**config.mk**
```make
export PLATFORM = sky130hd
export DESIGN_NAME = ir_ac_frame_pulse_encoder_unit
export DESIGN_NICKNAME = d
export VERILOG_FILES = /design/src/rtl/core/irac_pkg.sv /design/src/rtl/core/irac_front.sv /design/src/rtl/core/irac_queue.sv /design/src/rtl/core/irac_back.sv /design/src/rtl/core/ir_ac_frame_pulse_encoder_unit.sv
export SDC_FILE = /design/constraint.sdc
export NUM_CORES = 1
export LEC_CHECK = 0
export BUFFER_PORTS_ARGS = -buffer_cell sky130_fd_sc_hd__clkbuf_2
export CORE_MARGIN = 4
export CORE_UTILIZATION = 55
export CTS_BUF_LIST = sky130_fd_sc_hd__clkbuf_2 sky130_fd_sc_hd__clkbuf_4 sky130_fd_sc_hd__clkbuf_8
export CTS_CLUSTER_DIAMETER = 30
export DETAILED_ROUTE_END_ITERATION = 6
export HOLD_SLACK_MARGIN = 0.05
export PLACE_DENSITY_LB_ADDON = 0.12
export SKIP_CTS_REPAIR_TIMING = 1
export SLEW_MARGIN = 40
export SYNTH_ARGS = -nofsm -noshare
export SYNTH_HDL_FRONTEND = slang
export SYNTH_HIERARCHICAL = 1
export SYNTH_SLANG_ARGS = --single-unit
export TNS_END_PERCENT = 1
```
**constraint.sdc**
```tcl
create_clock -name clk -period 4.25 [get_ports clk]
set_input_delay 0.425 -clock clk [delete_from_list [all_inputs] [get_ports clk]]
set_output_delay 0.425 -clock clk [all_outputs]
set_load 0.005 [all_outputs]
```
**src/rtl/core/irac_pkg.sv**
```systemverilog
package irac_pkg;

  localparam int FRAME_BYTES = 28;
  localparam int FRAME_BITS  = FRAME_BYTES * 8;
  localparam int TOTAL_DUR   = FRAME_BYTES * 16 + 4;
  localparam int IDX_W       = 9;
  localparam int DUR_W       = 15;
  localparam int QUEUE_DEPTH = 2;

  // durations in microseconds
  localparam logic [DUR_W-1:0] HDR_MARK_US   = 15'd3300;
  localparam logic [DUR_W-1:0] HDR_SPACE_US  = 15'd1700;
  localparam logic [DUR_W-1:0] BIT_MARK_US   = 15'd400;
  localparam logic [DUR_W-1:0] ONE_SPACE_US  = 15'd1250;
  localparam logic [DUR_W-1:0] ZERO_SPACE_US = 15'd500;
  localparam logic [DUR_W-1:0] GAP_US        = 15'd30000;

  localparam logic [7:0] TEMP_MIN     = 8'd16;
  localparam logic [7:0] TEMP_MAX     = 8'd32;
  localparam logic [6:0] TEMP_FAN     = 7'd64;
  localparam logic [7:0] CSUM_BASE    = 8'd62;
  localparam logic [7:0] TLO_AT_MIN   = 8'h90;
  localparam logic [7:0] TLO_OTHER    = 8'h10;

  // opcodes
  localparam logic OP_LOAD = 1'b0;
  localparam logic OP_NEXT = 1'b1;

  // settings mode codes
  localparam logic [2:0] MODE_AUTO = 3'd0;
  localparam logic [2:0] MODE_COOL = 3'd1;
  localparam logic [2:0] MODE_DRY  = 3'd2;
  localparam logic [2:0] MODE_HEAT = 3'd3;
  localparam logic [2:0] MODE_FAN  = 3'd4;

  // fan speed settings
  localparam logic [1:0] FAN_AUTO = 2'd0;
  localparam logic [1:0] FAN_LOW  = 2'd1;
  localparam logic [1:0] FAN_MED  = 2'd2;
  localparam logic [1:0] FAN_HIGH = 2'd3;

  // wire codes
  localparam logic [3:0] MCODE_AUTO = 4'h2;
  localparam logic [3:0] MCODE_COOL = 4'h4;
  localparam logic [3:0] MCODE_DRY  = 4'h5;
  localparam logic [3:0] MCODE_HEAT = 4'h3;
  localparam logic [3:0] MCODE_FAN  = 4'hC;
  localparam logic [2:0] FCODE_AUTO = 3'd1;
  localparam logic [2:0] FCODE_LOW  = 3'd2;
  localparam logic [2:0] FCODE_MED  = 3'd3;
  localparam logic [2:0] FCODE_HIGH = 3'd5;

  // byte positions that depend on the settings
  localparam int B_TEMP_LO = 9;
  localparam int B_MODE    = 10;
  localparam int B_TEMP    = 11;
  localparam int B_FAN     = 13;
  localparam int B_SWING   = 14;
  localparam int B_POWER   = 17;
  localparam int B_CSUM    = FRAME_BYTES - 1;

  localparam logic [7:0] TEMPLATE [FRAME_BYTES] = '{
    8'h80, 8'h08, 8'h0C, 8'h02, 8'hFD, 8'h80, 8'h7F, 8'h88,
    8'h48, 8'h10, 8'h00, 8'h00, 8'h00, 8'h00, 8'h60, 8'h60,
    8'h00, 8'h00, 8'h00, 8'h00, 8'h00, 8'h00, 8'h00, 8'h00,
    8'h80, 8'h00, 8'h00, 8'h00
  };

  function automatic logic [7:0] bit_rev8(input logic [7:0] v);
    logic [7:0] r;
    for (int i = 0; i < 8; i++) begin
      r[i] = v[7-i];
    end
    return r;
  endfunction

  // sum of the reversed template bytes that no setting touches
  function automatic logic [7:0] fixed_rev_sum();
    logic [7:0] s;
    s = 8'd0;
    for (int i = 0; i < FRAME_BYTES - 1; i++) begin
      if (i != B_TEMP_LO && i != B_MODE && i != B_TEMP && i != B_FAN &&
          i != B_SWING && i != B_POWER) begin
        s = s + bit_rev8(TEMPLATE[i]);
      end
    end
    return s;
  endfunction

  localparam logic [7:0] FIXED_SUM = fixed_rev_sum();

  // one classified beat as it sits in the queue
  typedef struct packed {
    logic       is_load;
    logic       power;
    logic       swing;
    logic [3:0] mcode;
    logic [7:0] tbyte;
    logic [2:0] fcode;
    logic       t16;
    logic [7:0] csum;
  } cmd_t;

endpackage

```
**src/rtl/core/irac_front.sv**
```systemverilog
module irac_front (
  input  logic                opcode,
  input  logic                power_on,
  input  logic [2:0]          ac_mode,
  input  logic [1:0]          fan_speed,
  input  logic [7:0]          temp_celsius,
  input  logic                swing_on,
  output irac_pkg::cmd_t      cmd
);

  logic [3:0] mcode;
  logic [2:0] fcode;
  logic [7:0] tclamp;
  logic [6:0] tfield;
  logic [7:0] tbyte;
  logic       t16;
  logic [7:0] tlo_rev;
  logic [7:0] swing_rev;
  logic [7:0] power_rev;

  // mode wire code, unknown modes fall back to auto
  always_comb begin
    case (ac_mode)
      irac_pkg::MODE_COOL: mcode = irac_pkg::MCODE_COOL;
      irac_pkg::MODE_DRY:  mcode = irac_pkg::MCODE_DRY;
      irac_pkg::MODE_HEAT: mcode = irac_pkg::MCODE_HEAT;
      irac_pkg::MODE_FAN:  mcode = irac_pkg::MCODE_FAN;
      default:             mcode = irac_pkg::MCODE_AUTO;
    endcase
  end

  // fan wire code: dry forces low, fan mode turns auto into low
  always_comb begin
    if (mcode == irac_pkg::MCODE_DRY) begin
      fcode = irac_pkg::FCODE_LOW;
    end else begin
      case (fan_speed)
        irac_pkg::FAN_LOW:  fcode = irac_pkg::FCODE_LOW;
        irac_pkg::FAN_MED:  fcode = irac_pkg::FCODE_MED;
        irac_pkg::FAN_HIGH: fcode = irac_pkg::FCODE_HIGH;
        default: fcode = (mcode == irac_pkg::MCODE_FAN) ? irac_pkg::FCODE_LOW
                                                        : irac_pkg::FCODE_AUTO;
      endcase
    end
  end

  // temperature clamp and field
  always_comb begin
    if (temp_celsius < irac_pkg::TEMP_MIN) begin
      tclamp = irac_pkg::TEMP_MIN;
    end else if (temp_celsius > irac_pkg::TEMP_MAX) begin
      tclamp = irac_pkg::TEMP_MAX;
    end else begin
      tclamp = temp_celsius;
    end
  end

  assign tfield = (mcode == irac_pkg::MCODE_FAN) ? irac_pkg::TEMP_FAN : tclamp[6:0];
  assign tbyte  = {tfield, 1'b0};
  assign t16    = (tclamp == irac_pkg::TEMP_MIN);

  // reversed contributions of the setting-dependent bytes
  assign tlo_rev   = irac_pkg::bit_rev8(t16 ? irac_pkg::TLO_AT_MIN : irac_pkg::TLO_OTHER);
  assign swing_rev = irac_pkg::bit_rev8({swing_on, irac_pkg::TEMPLATE[irac_pkg::B_SWING][6:0]});
  assign power_rev = irac_pkg::bit_rev8({irac_pkg::TEMPLATE[irac_pkg::B_POWER][7:1], power_on});

  always_comb begin
    cmd.is_load = (opcode == irac_pkg::OP_LOAD);
    cmd.power   = power_on;
    cmd.swing   = swing_on;
    cmd.mcode   = mcode;
    cmd.tbyte   = tbyte;
    cmd.fcode   = fcode;
    cmd.t16     = t16;
    cmd.csum    = irac_pkg::CSUM_BASE - irac_pkg::FIXED_SUM - tlo_rev - {4'd0, mcode}
                  - tbyte - {5'd0, fcode} - swing_rev - power_rev;
  end

endmodule

```
**src/rtl/core/irac_queue.sv**
```systemverilog
module irac_queue #(
  parameter int DEPTH = irac_pkg::QUEUE_DEPTH
) (
  input  logic           clk,
  input  logic           rst,
  input  logic           push,
  input  irac_pkg::cmd_t push_data,
  output logic           full,
  input  logic           pop,
  output logic           head_valid,
  output irac_pkg::cmd_t head
);

  localparam int PW = (DEPTH > 1) ? $clog2(DEPTH) : 1;
  localparam int CW = $clog2(DEPTH + 1);
  localparam logic [PW-1:0] LAST_PTR = PW'(DEPTH - 1);
  localparam logic [CW-1:0] FULL_CNT = CW'(DEPTH);

  irac_pkg::cmd_t slots [DEPTH];
  logic [PW-1:0]  wptr;
  logic [PW-1:0]  rptr;
  logic [CW-1:0]  count;
  logic           do_push;
  logic           do_pop;

  assign full       = (count == FULL_CNT);
  assign head_valid = (count != '0);
  assign head       = slots[rptr];
  assign do_push    = push && !full;
  assign do_pop     = pop && head_valid;

  // entry storage
  always_ff @(posedge clk) begin
    if (do_push) begin
      slots[wptr] <= push_data;
    end
  end

  // pointers and fill count
  always_ff @(posedge clk) begin
    if (rst) begin
      wptr  <= '0;
      rptr  <= '0;
      count <= '0;
    end else begin
      if (do_push) begin
        wptr <= (wptr == LAST_PTR) ? '0 : wptr + 1'b1;
      end
      if (do_pop) begin
        rptr <= (rptr == LAST_PTR) ? '0 : rptr + 1'b1;
      end
      if (do_push && !do_pop) begin
        count <= count + 1'b1;
      end else if (do_pop && !do_push) begin
        count <= count - 1'b1;
      end
    end
  end

endmodule

```
**src/rtl/core/irac_back.sv**
```systemverilog
module irac_back (
  input  logic                          clk,
  input  logic                          rst,
  input  logic                          head_valid,
  input  irac_pkg::cmd_t                head,
  output logic                          pop,
  output logic                          out_valid,
  input  logic                          out_stall,
  output logic [irac_pkg::DUR_W-1:0]    duration_us,
  output logic                          is_mark,
  output logic                          last
);

  localparam int FB = irac_pkg::FRAME_BYTES;
  localparam logic [irac_pkg::IDX_W-1:0] TOTAL = irac_pkg::IDX_W'(irac_pkg::TOTAL_DUR);
  localparam logic [irac_pkg::IDX_W-1:0] IDX_END_MARK = TOTAL - 2'd2;
  localparam logic [irac_pkg::IDX_W-1:0] IDX_GAP      = TOTAL - 2'd1;
  localparam logic [7:0] TOP_BIT = 8'(irac_pkg::FRAME_BITS - 1);

  // stored frame settings (payload)
  logic       power;
  logic       swing;
  logic [3:0] mcode;
  logic [7:0] tbyte;
  logic [2:0] fcode;
  logic       t16;
  logic [7:0] csum;

  // control
  logic                       active;
  logic [irac_pkg::IDX_W-1:0] idx;

  logic [irac_pkg::FRAME_BITS-1:0] frame_vec;
  logic [irac_pkg::IDX_W-1:0]      k;
  logic [7:0]                      bitno;
  logic                            frame_bit;
  logic                            has_result;
  logic                            slot_free;
  logic [irac_pkg::DUR_W-1:0]      dur_next;
  logic                            mark_next;
  logic                            last_next;

  // frame image: template with the setting bytes laid over it, byte 0 on top
  always_comb begin
    for (int i = 0; i < FB; i++) begin
      frame_vec[8*(FB-1-i) +: 8] = irac_pkg::TEMPLATE[i];
    end
    frame_vec[8*(FB-1-irac_pkg::B_TEMP_LO) +: 8] = t16 ? irac_pkg::TLO_AT_MIN
                                                       : irac_pkg::TLO_OTHER;
    frame_vec[8*(FB-1-irac_pkg::B_MODE) +: 8]  = irac_pkg::bit_rev8({4'd0, mcode});
    frame_vec[8*(FB-1-irac_pkg::B_TEMP) +: 8]  = irac_pkg::bit_rev8(tbyte);
    frame_vec[8*(FB-1-irac_pkg::B_FAN) +: 8]   = irac_pkg::bit_rev8({5'd0, fcode});
    // swing is bit 7 of its byte, power is bit 0 of its byte
    frame_vec[8*(FB-1-irac_pkg::B_SWING) + 7]  = swing;
    frame_vec[8*(FB-1-irac_pkg::B_POWER) +: 1] = power;
    frame_vec[8*(FB-1-irac_pkg::B_CSUM) +: 8]  = irac_pkg::bit_rev8(csum);
  end

  // bit select, MSB first
  assign k         = idx - 2'd2;
  assign bitno     = k[8:1];
  assign frame_bit = frame_vec[TOP_BIT - bitno];

  // duration selection
  always_comb begin
    last_next = 1'b0;
    if (idx == '0) begin
      dur_next  = irac_pkg::HDR_MARK_US;
      mark_next = 1'b1;
    end else if (idx == 9'd1) begin
      dur_next  = irac_pkg::HDR_SPACE_US;
      mark_next = 1'b0;
    end else if (idx == IDX_END_MARK) begin
      dur_next  = irac_pkg::BIT_MARK_US;
      mark_next = 1'b1;
    end else if (idx == IDX_GAP) begin
      dur_next  = irac_pkg::GAP_US;
      mark_next = 1'b0;
      last_next = 1'b1;
    end else if (!k[0]) begin
      dur_next  = irac_pkg::BIT_MARK_US;
      mark_next = 1'b1;
    end else begin
      dur_next  = frame_bit ? irac_pkg::ONE_SPACE_US : irac_pkg::ZERO_SPACE_US;
      mark_next = 1'b0;
    end
  end

  // a next beat needs the output slot only if it yields a duration
  assign has_result = !head.is_load && active && (idx < TOTAL);
  assign slot_free  = !out_valid || !out_stall;
  assign pop        = head_valid && (!has_result || slot_free);

  // frame settings capture on load
  always_ff @(posedge clk) begin
    if (pop && head.is_load) begin
      power <= head.power;
      swing <= head.swing;
      mcode <= head.mcode;
      tbyte <= head.tbyte;
      fcode <= head.fcode;
      t16   <= head.t16;
      csum  <= head.csum;
    end
  end

  // sequencing and output register
  always_ff @(posedge clk) begin
    if (rst) begin
      active    <= 1'b0;
      idx       <= '0;
      out_valid <= 1'b0;
    end else begin
      if (pop && has_result) begin
        out_valid <= 1'b1;
      end else if (!out_stall) begin
        out_valid <= 1'b0;
      end
      if (pop) begin
        if (head.is_load) begin
          active <= 1'b1;
          idx    <= '0;
        end else if (!has_result) begin
          active <= 1'b0;
        end else begin
          idx         <= idx + 1'b1;
          duration_us <= dur_next;
          is_mark     <= mark_next;
          last        <= last_next;
          if (last_next) begin
            active <= 1'b0;
          end
        end
      end
    end
  end

endmodule

```
**src/rtl/core/ir_ac_frame_pulse_encoder_unit.sv**
```systemverilog
// IR air-conditioner frame encoder, 28-byte pulse-distance format.
// Input channel (in_valid/in_stall): opcode 0 loads power, mode, fan,
// temperature and swing and restarts the frame; opcode 1 asks for the next
// duration. A load beat gives no result, nor does a next beat with no frame.
// Output channel (out_valid/out_stall): one duration per next beat, in us,
// with is_mark and last; a frame is header mark and space, 224 bits as a
// mark plus a short or long space, an end mark and a 30000 us gap (last).
// A result is registered: its beat is written into the queue when taken,
// and the output register loads the duration when the back end pops it.
// Throughput: one beat per cycle while the output is not stalled; the bit
// select and duration mux in the back end are combinational.
// A two-entry queue parts the front end from the back end; when the
// receiver stalls, the back end holds its output and the queue fills, then
// in_stall rises while the queue is full. Any load or no-result beat still
// drains from the queue while the output waits.
// Reset clears the queue and output valid and leaves no frame active; a
// next beat before the first load gives nothing.
module ir_ac_frame_pulse_encoder_unit #(
  parameter int QUEUE_DEPTH = irac_pkg::QUEUE_DEPTH
) (
  input  logic                       clk,
  input  logic                       rst,
  input  logic                       in_valid,
  output logic                       in_stall,
  input  logic                       opcode,
  input  logic                       power_on,
  input  logic [2:0]                 ac_mode,
  input  logic [1:0]                 fan_speed,
  input  logic [7:0]                 temp_celsius,
  input  logic                       swing_on,
  output logic                       out_valid,
  input  logic                       out_stall,
  output logic [irac_pkg::DUR_W-1:0] duration_us,
  output logic                       is_mark,
  output logic                       last
);

  irac_pkg::cmd_t in_cmd;
  irac_pkg::cmd_t head;
  logic           head_valid;
  logic           pop;
  logic           full;

  assign in_stall = full;

  irac_front u_front (
    .opcode       (opcode),
    .power_on     (power_on),
    .ac_mode      (ac_mode),
    .fan_speed    (fan_speed),
    .temp_celsius (temp_celsius),
    .swing_on     (swing_on),
    .cmd          (in_cmd)
  );

  irac_queue #(
    .DEPTH (QUEUE_DEPTH)
  ) u_queue (
    .clk        (clk),
    .rst        (rst),
    .push       (in_valid),
    .push_data  (in_cmd),
    .full       (full),
    .pop        (pop),
    .head_valid (head_valid),
    .head       (head)
  );

  irac_back u_back (
    .clk         (clk),
    .rst         (rst),
    .head_valid  (head_valid),
    .head        (head),
    .pop         (pop),
    .out_valid   (out_valid),
    .out_stall   (out_stall),
    .duration_us (duration_us),
    .is_mark     (is_mark),
    .last        (last)
  );

endmodule
```
Word level (Yosys, flattened, before mapping)
Memory sizes are Yosys's and may differ from the RTL's. A register that Yosys moved wholly into a read port is not among the register bits. Index checks and enable logic that the tools add are counted.

Add/subtract/negate cells: 13. Magnitude comparators: 4. Equal/unequal tests: 16. Mux-type cells: 39. Bitwise logic cells: 4. Reduce and logical (&&, ||, !) cells: 28.

Operators with widths (count): $mux W8 (4); $mux W15 (2); $mux W12 (2); $mux W1 (20); $eq A9 B9 Y1 const B (2); $mux W9 (2); $pmux W4 S4 (1); $sub A8 B3 Y8 (2); $sub A8 B8 Y8 (2); $sub A8 B8 Y8 const A (2); $mux W11 (1); $add A9 B1 Y9 const B (1); $eq A9 B1 Y1 const B (1); $logic_and A1 B1 Y1 (9); $logic_not A9 Y1 (1); $lt A8 B9 Y1 const B (1); $lt A9 B9 Y1 const B (1); $pmux W3 S3 (1); $sub A9 B2 Y9 const B (1); $bmux W1 S8 (1); $eq A8 B5 Y1 const B (1); $gt A8 B6 Y1 const B (1); $lt A8 B5 Y1 const B (1); $sub A8 B4 Y8 (1); 24 further kinds (43).

Register bits after elaboration: 58. RAM bits: 52. Bits of input ports: 20. Output and inout port bits: 19. Word-level logic and storage cells: 124. Memories: 1.

Memory list: u_queue.slots (words 2, width 26, read ports 1, clocked after memory_dff 1, wr ports 1, RTL line irac_queue.sv:19) `irac_pkg::cmd_t slots [DEPTH];`.

Logic depth before layout (Yosys ltp)
Depth after elaboration: 11. Depth in mapped cells: 19. Mapped depth without buffers: 19.

By module
The synthesis kept the hierarchy.

Modules (own cells, without submodules): irac_back (times used 1, cells each 261, area each 2786.4 sq um, sequential area each 1361.3 sq um); irac_queue (times used 1, cells each 109, area each 2165.8 sq um, sequential area each 1721.7 sq um); irac_front (times used 1, cells each 112, area each 882.1 sq um, sequential area each 0.0 sq um).

Worst setup path after synthesis
Ideal clock, no wire load.

Kind: input to register. From: input port fan_speed[0]. To: memory u_queue/slots[0][7] in the netlist's numbering (data pin). Setup time: 0.265 ns. Arrival: 3.681 ns. Required time: 3.985 ns. Path slack: 0.305 ns. Stages on the path: 17. Path buffers: 0. Cells stage by stage: inv_1 > ha_1 > inv_1 > or2_1 > a21oi_1 > a21oi_1 > ha_1 > fa_1 > inv_1 > fa_1 > ha_1 > inv_1 > fa_1 > nor2b_1 > o31a_1 > o22ai_1 > xnor2_1.

RTL lines: from (decl) (RTL line ir_ac_frame_pulse_encoder_unit.sv:28) `input logic [1:0] fan_speed,`; to (decl) (RTL line irac_queue.sv:19).

==> run summary <==
• Routed Antenna Nets: 0
• setup repair after global routing missed its margin: no
• Post-synth EDFFs: 92
• number of library cell types mapped by synthesis: 73
• number of sinks on the clock net: 108
• total routing resource utilization after global routing: 0.171
• syn avg cell area: 12.1 sq um
• Initial Utilization: 0.565
• Synth warnings: 6
• post-synthesis sequential area ratio: 0.528
• post-route DRC violation count: 0
• worst slew margin relative to its limit: 0.497
• biggest fanout along the worst timing path: 3
• First DRT Iteration DRCs: 185
• routed vias: 3596
• top library cells by usage in the layout, fill and taps aside: 92 x sky130_fd_sc_hd__edfxtp_1, 42 x sky130_fd_sc_hd__inv_1, 36 x sky130_fd_sc_hd__clkbuf_2, 34 x sky130_fd_sc_hd__nor2_1, 34 x sky130_fd_sc_hd__ha_1
• most common library cell in the layout ignoring fill and taps: sky130_fd_sc_hd__edfxtp_1
• Worst setup SP type: primary input
• count of pins on the block boundary: 39
• final worst clock skew: 10.9 ps
• row count: 37
• die height: 111 um
• DR pass1 iterations: 4
• share of synthesized flip-flops with an asynchronous set or reset: 0
• GPL Wtd Cong: 0.939
• status: finished, final reports clean
• clock insertion delay at the later pin of the skew report: 370 ps
• buffering stage count on the worst path with inverters included: 5
• Peak Freq: 250 MHz
• Routed wire per std cell: 15.4 um
• count of state elements after synthesis: 108
• TritonCTS Buffers: 9
• die extent in x: 111 um
• number of antenna violations at the first check in global routing: 0
• pin count of the biggest net entering global routing: 28
• leakage power summed over all cells: 0.00243 uW
• GRT overflow: 0
• data required time of the critical path: 4360 ps
• post-CTS clock slew at the launch and capture registers of the worst setup and hold paths: 100 ps
• final setup TNS: 0 ps
• final hold vios: 0
• Min-Delay Path Class: in2reg
• delay of the slowest critical-path stage: 610 ps
• number of buffers on the longest clock path: 2
• CTS tree: built
• Setup Viol. Count Final: 0
• total wire length after detailed routing: 10100 um
• Largest delay share family, worst path: adder cells
• Die Outline Area: 12300 sq um
• slowest stage cell on the critical path: sky130_fd_sc_hd__fa_1
• worst ir drop on vdd: 339 uV
• fraction of layout instances using a drive strength above 1: 0.225
• number of vias per cell after detailed routing: 5.52
• Netlist Area Pre-Place: 5830 sq um
• DP Wirelength: 7150 um
• core box area: 10300 sq um
• Area Growth Syn to Fin: 7.51%
• cells along the critical path: clkbuf_2, inv_1, ha_1, inv_1, or2_1, a21oi_1, a21oi_1, ha_1, fa_1, inv_1, fa_1, ha_1, inv_1, fa_1, nor2b_1, o31a_1, o22ai_1, xnor2_1
• Critical Path Sink Type: flip-flop
• cells after synthesis: 482
• via count of the first global-routing pass: 3604
• first-pass GRT wire length: 17000 um
• count of final max-slew check failures: 0
• worst slew pin tran: 753 ps
• most common cell type on the critical path: sky130_fd_sc_hd__inv_1
• start-to-end type of the worst setup path: in2reg
• Primary FF master, synth: sky130_fd_sc_hd__edfxtp_1
• Final Core Density: 0.608
• Port Buffers: 36
• clock root cell: sky130_fd_sc_hd__clkbuf_8
• number of inserted diodes: 0
• max capacitance violation total: 0
• P per Cell Area: 452 nW/um^2
• data arrival time of the worst path: 4120 ps
• time the final worst path needs with I/O delays and setup: 4000 ps
• nets: 571
• total number of H-tree levels: 3
• period utilization: 0.941
final cells by class:
cell class                      instances  area (sq um)
Fill cell                             828          4050
Timing Repair Buffer                   43           233
Sequential cell                       108          3080
Multi-Input combinational cell        304          2430
Clock buffer                            9           124
Tap cell                              136           170
Clock inverter                          7          60.1
Inverter                               45           169
power by group:
part | leakage, uW | switching, uW | total [uW] | internal [uW]
Combinational | 0.00135 | 421 | 750 | 329
Clock | 0.0000948 | 357 | 580 | 222
Sequential | 0.000983 | 56.8 | 1510 | 1450
Total | 0.00243 | 835 | 2840 | 2000
state kept, by name, summed over array words and instances, names as in the netlist, 2 cells and up, named ones only:
name and flops:
u_back/fcode 3, u_back/idx 9, u_queue/slots 54, u_back/tbyte 8
u_back/mcode 4, u_back/duration_us 10, u_queue/count 2, u_back/csum 8
metrics by stage:
step | hold slack (ps) | total power, uW | instance area (sq um) | setup WS (ps) | instances
floorplan | 452 | 2110 | 5840 | 305 | 483
global placement | 467 | 2270 | 6090 | 120 | 636
detailed placement | 493 | 2300 | 6090 | -104 | 636
CTS | 259 | 2880 | 6270 | 300 | 652
global route | 271 | 3030 | 6270 | 32.4 | 652
finish | 286 | 2840 | 6270 | 249 | 652
logic make-up (layout without fill, tap and decap cells):
group | after synthesis | after routing | share of synthesized area
DFF | 108 | 108 | 0.528
xor gates and xnor gates | 21 | 21 | 0.0341
muxes | 37 | 37 | 0.0787
and+or+nand+nor | 129 | 129 | 0.123
buffers and inverters | 71 | 104 | 0.0555
adders and majority gates | 40 | 40 | 0.0935
AOI/OAI and AO/OA | 74 | 74 | 0.0856
other | 2 | 3 | 0.00129
worst paths after layout:
kind / startpoint / end / slack (ps) / cells past startpoint
setup reg to reg: u_back/idx[1]$_SDFFE_PP0P_ / u_back/duration_us[10]$_SDFFCE_PP1P_ / 1380 / 9
hold reg to reg: u_queue/wptr$_SDFFE_PP0N_ / u_queue/wptr$_SDFFE_PP0N_ / 510 / 2
hold / removal: opcode / u_queue/slots[0][26]$_DFFE_PP_ / 290 / 2
setup / recovery: fan_speed[0] / u_queue/slots[0][7]$_DFFE_PP_ / 250 / 18
synth_stat cells (all sizes together), types with 7 or more instances:
master  count  share of area
edfxtp     92           0.47
inv        45          0.029
nor2       37          0.026
ha         34          0.073
mux2       31          0.060
nand2      27          0.017
buf        21          0.023
o21ai      17          0.015
a21oi      16          0.014
dfxtp      16          0.055
xnor2      14          0.022
nor3        9         0.0086
or3         8         0.0094
and2        7         0.0077
xor2        7          0.012
routing by layer:
| metal | wire length, um | global-route usage | up-vias |
|---|---|---|---|
| met2 | 4970 | 0.284 | 87 |
| met4 | 272 | 0.0780 | 0 |
| met1 | 4340 | 0.212 | 1709 |
| met5 | 0 | 0 | - |
| li1 | - | - | 1781 |
| met3 | 484 | 0.0420 | 19 |
worst register-to-register path, delay by kind of cell (launching register included):
| family | cells | cell delay (ps) |
|---|---|---|
| simple gates | 3 | 960 |
| compound gates | 4 | 790 |
| fa+ha+maj | 1 | 350 |
| flops | 1 | 330 |
| buf+inv | 1 | 200 |
No activity file was read; power rests on OpenSTA's default activity.
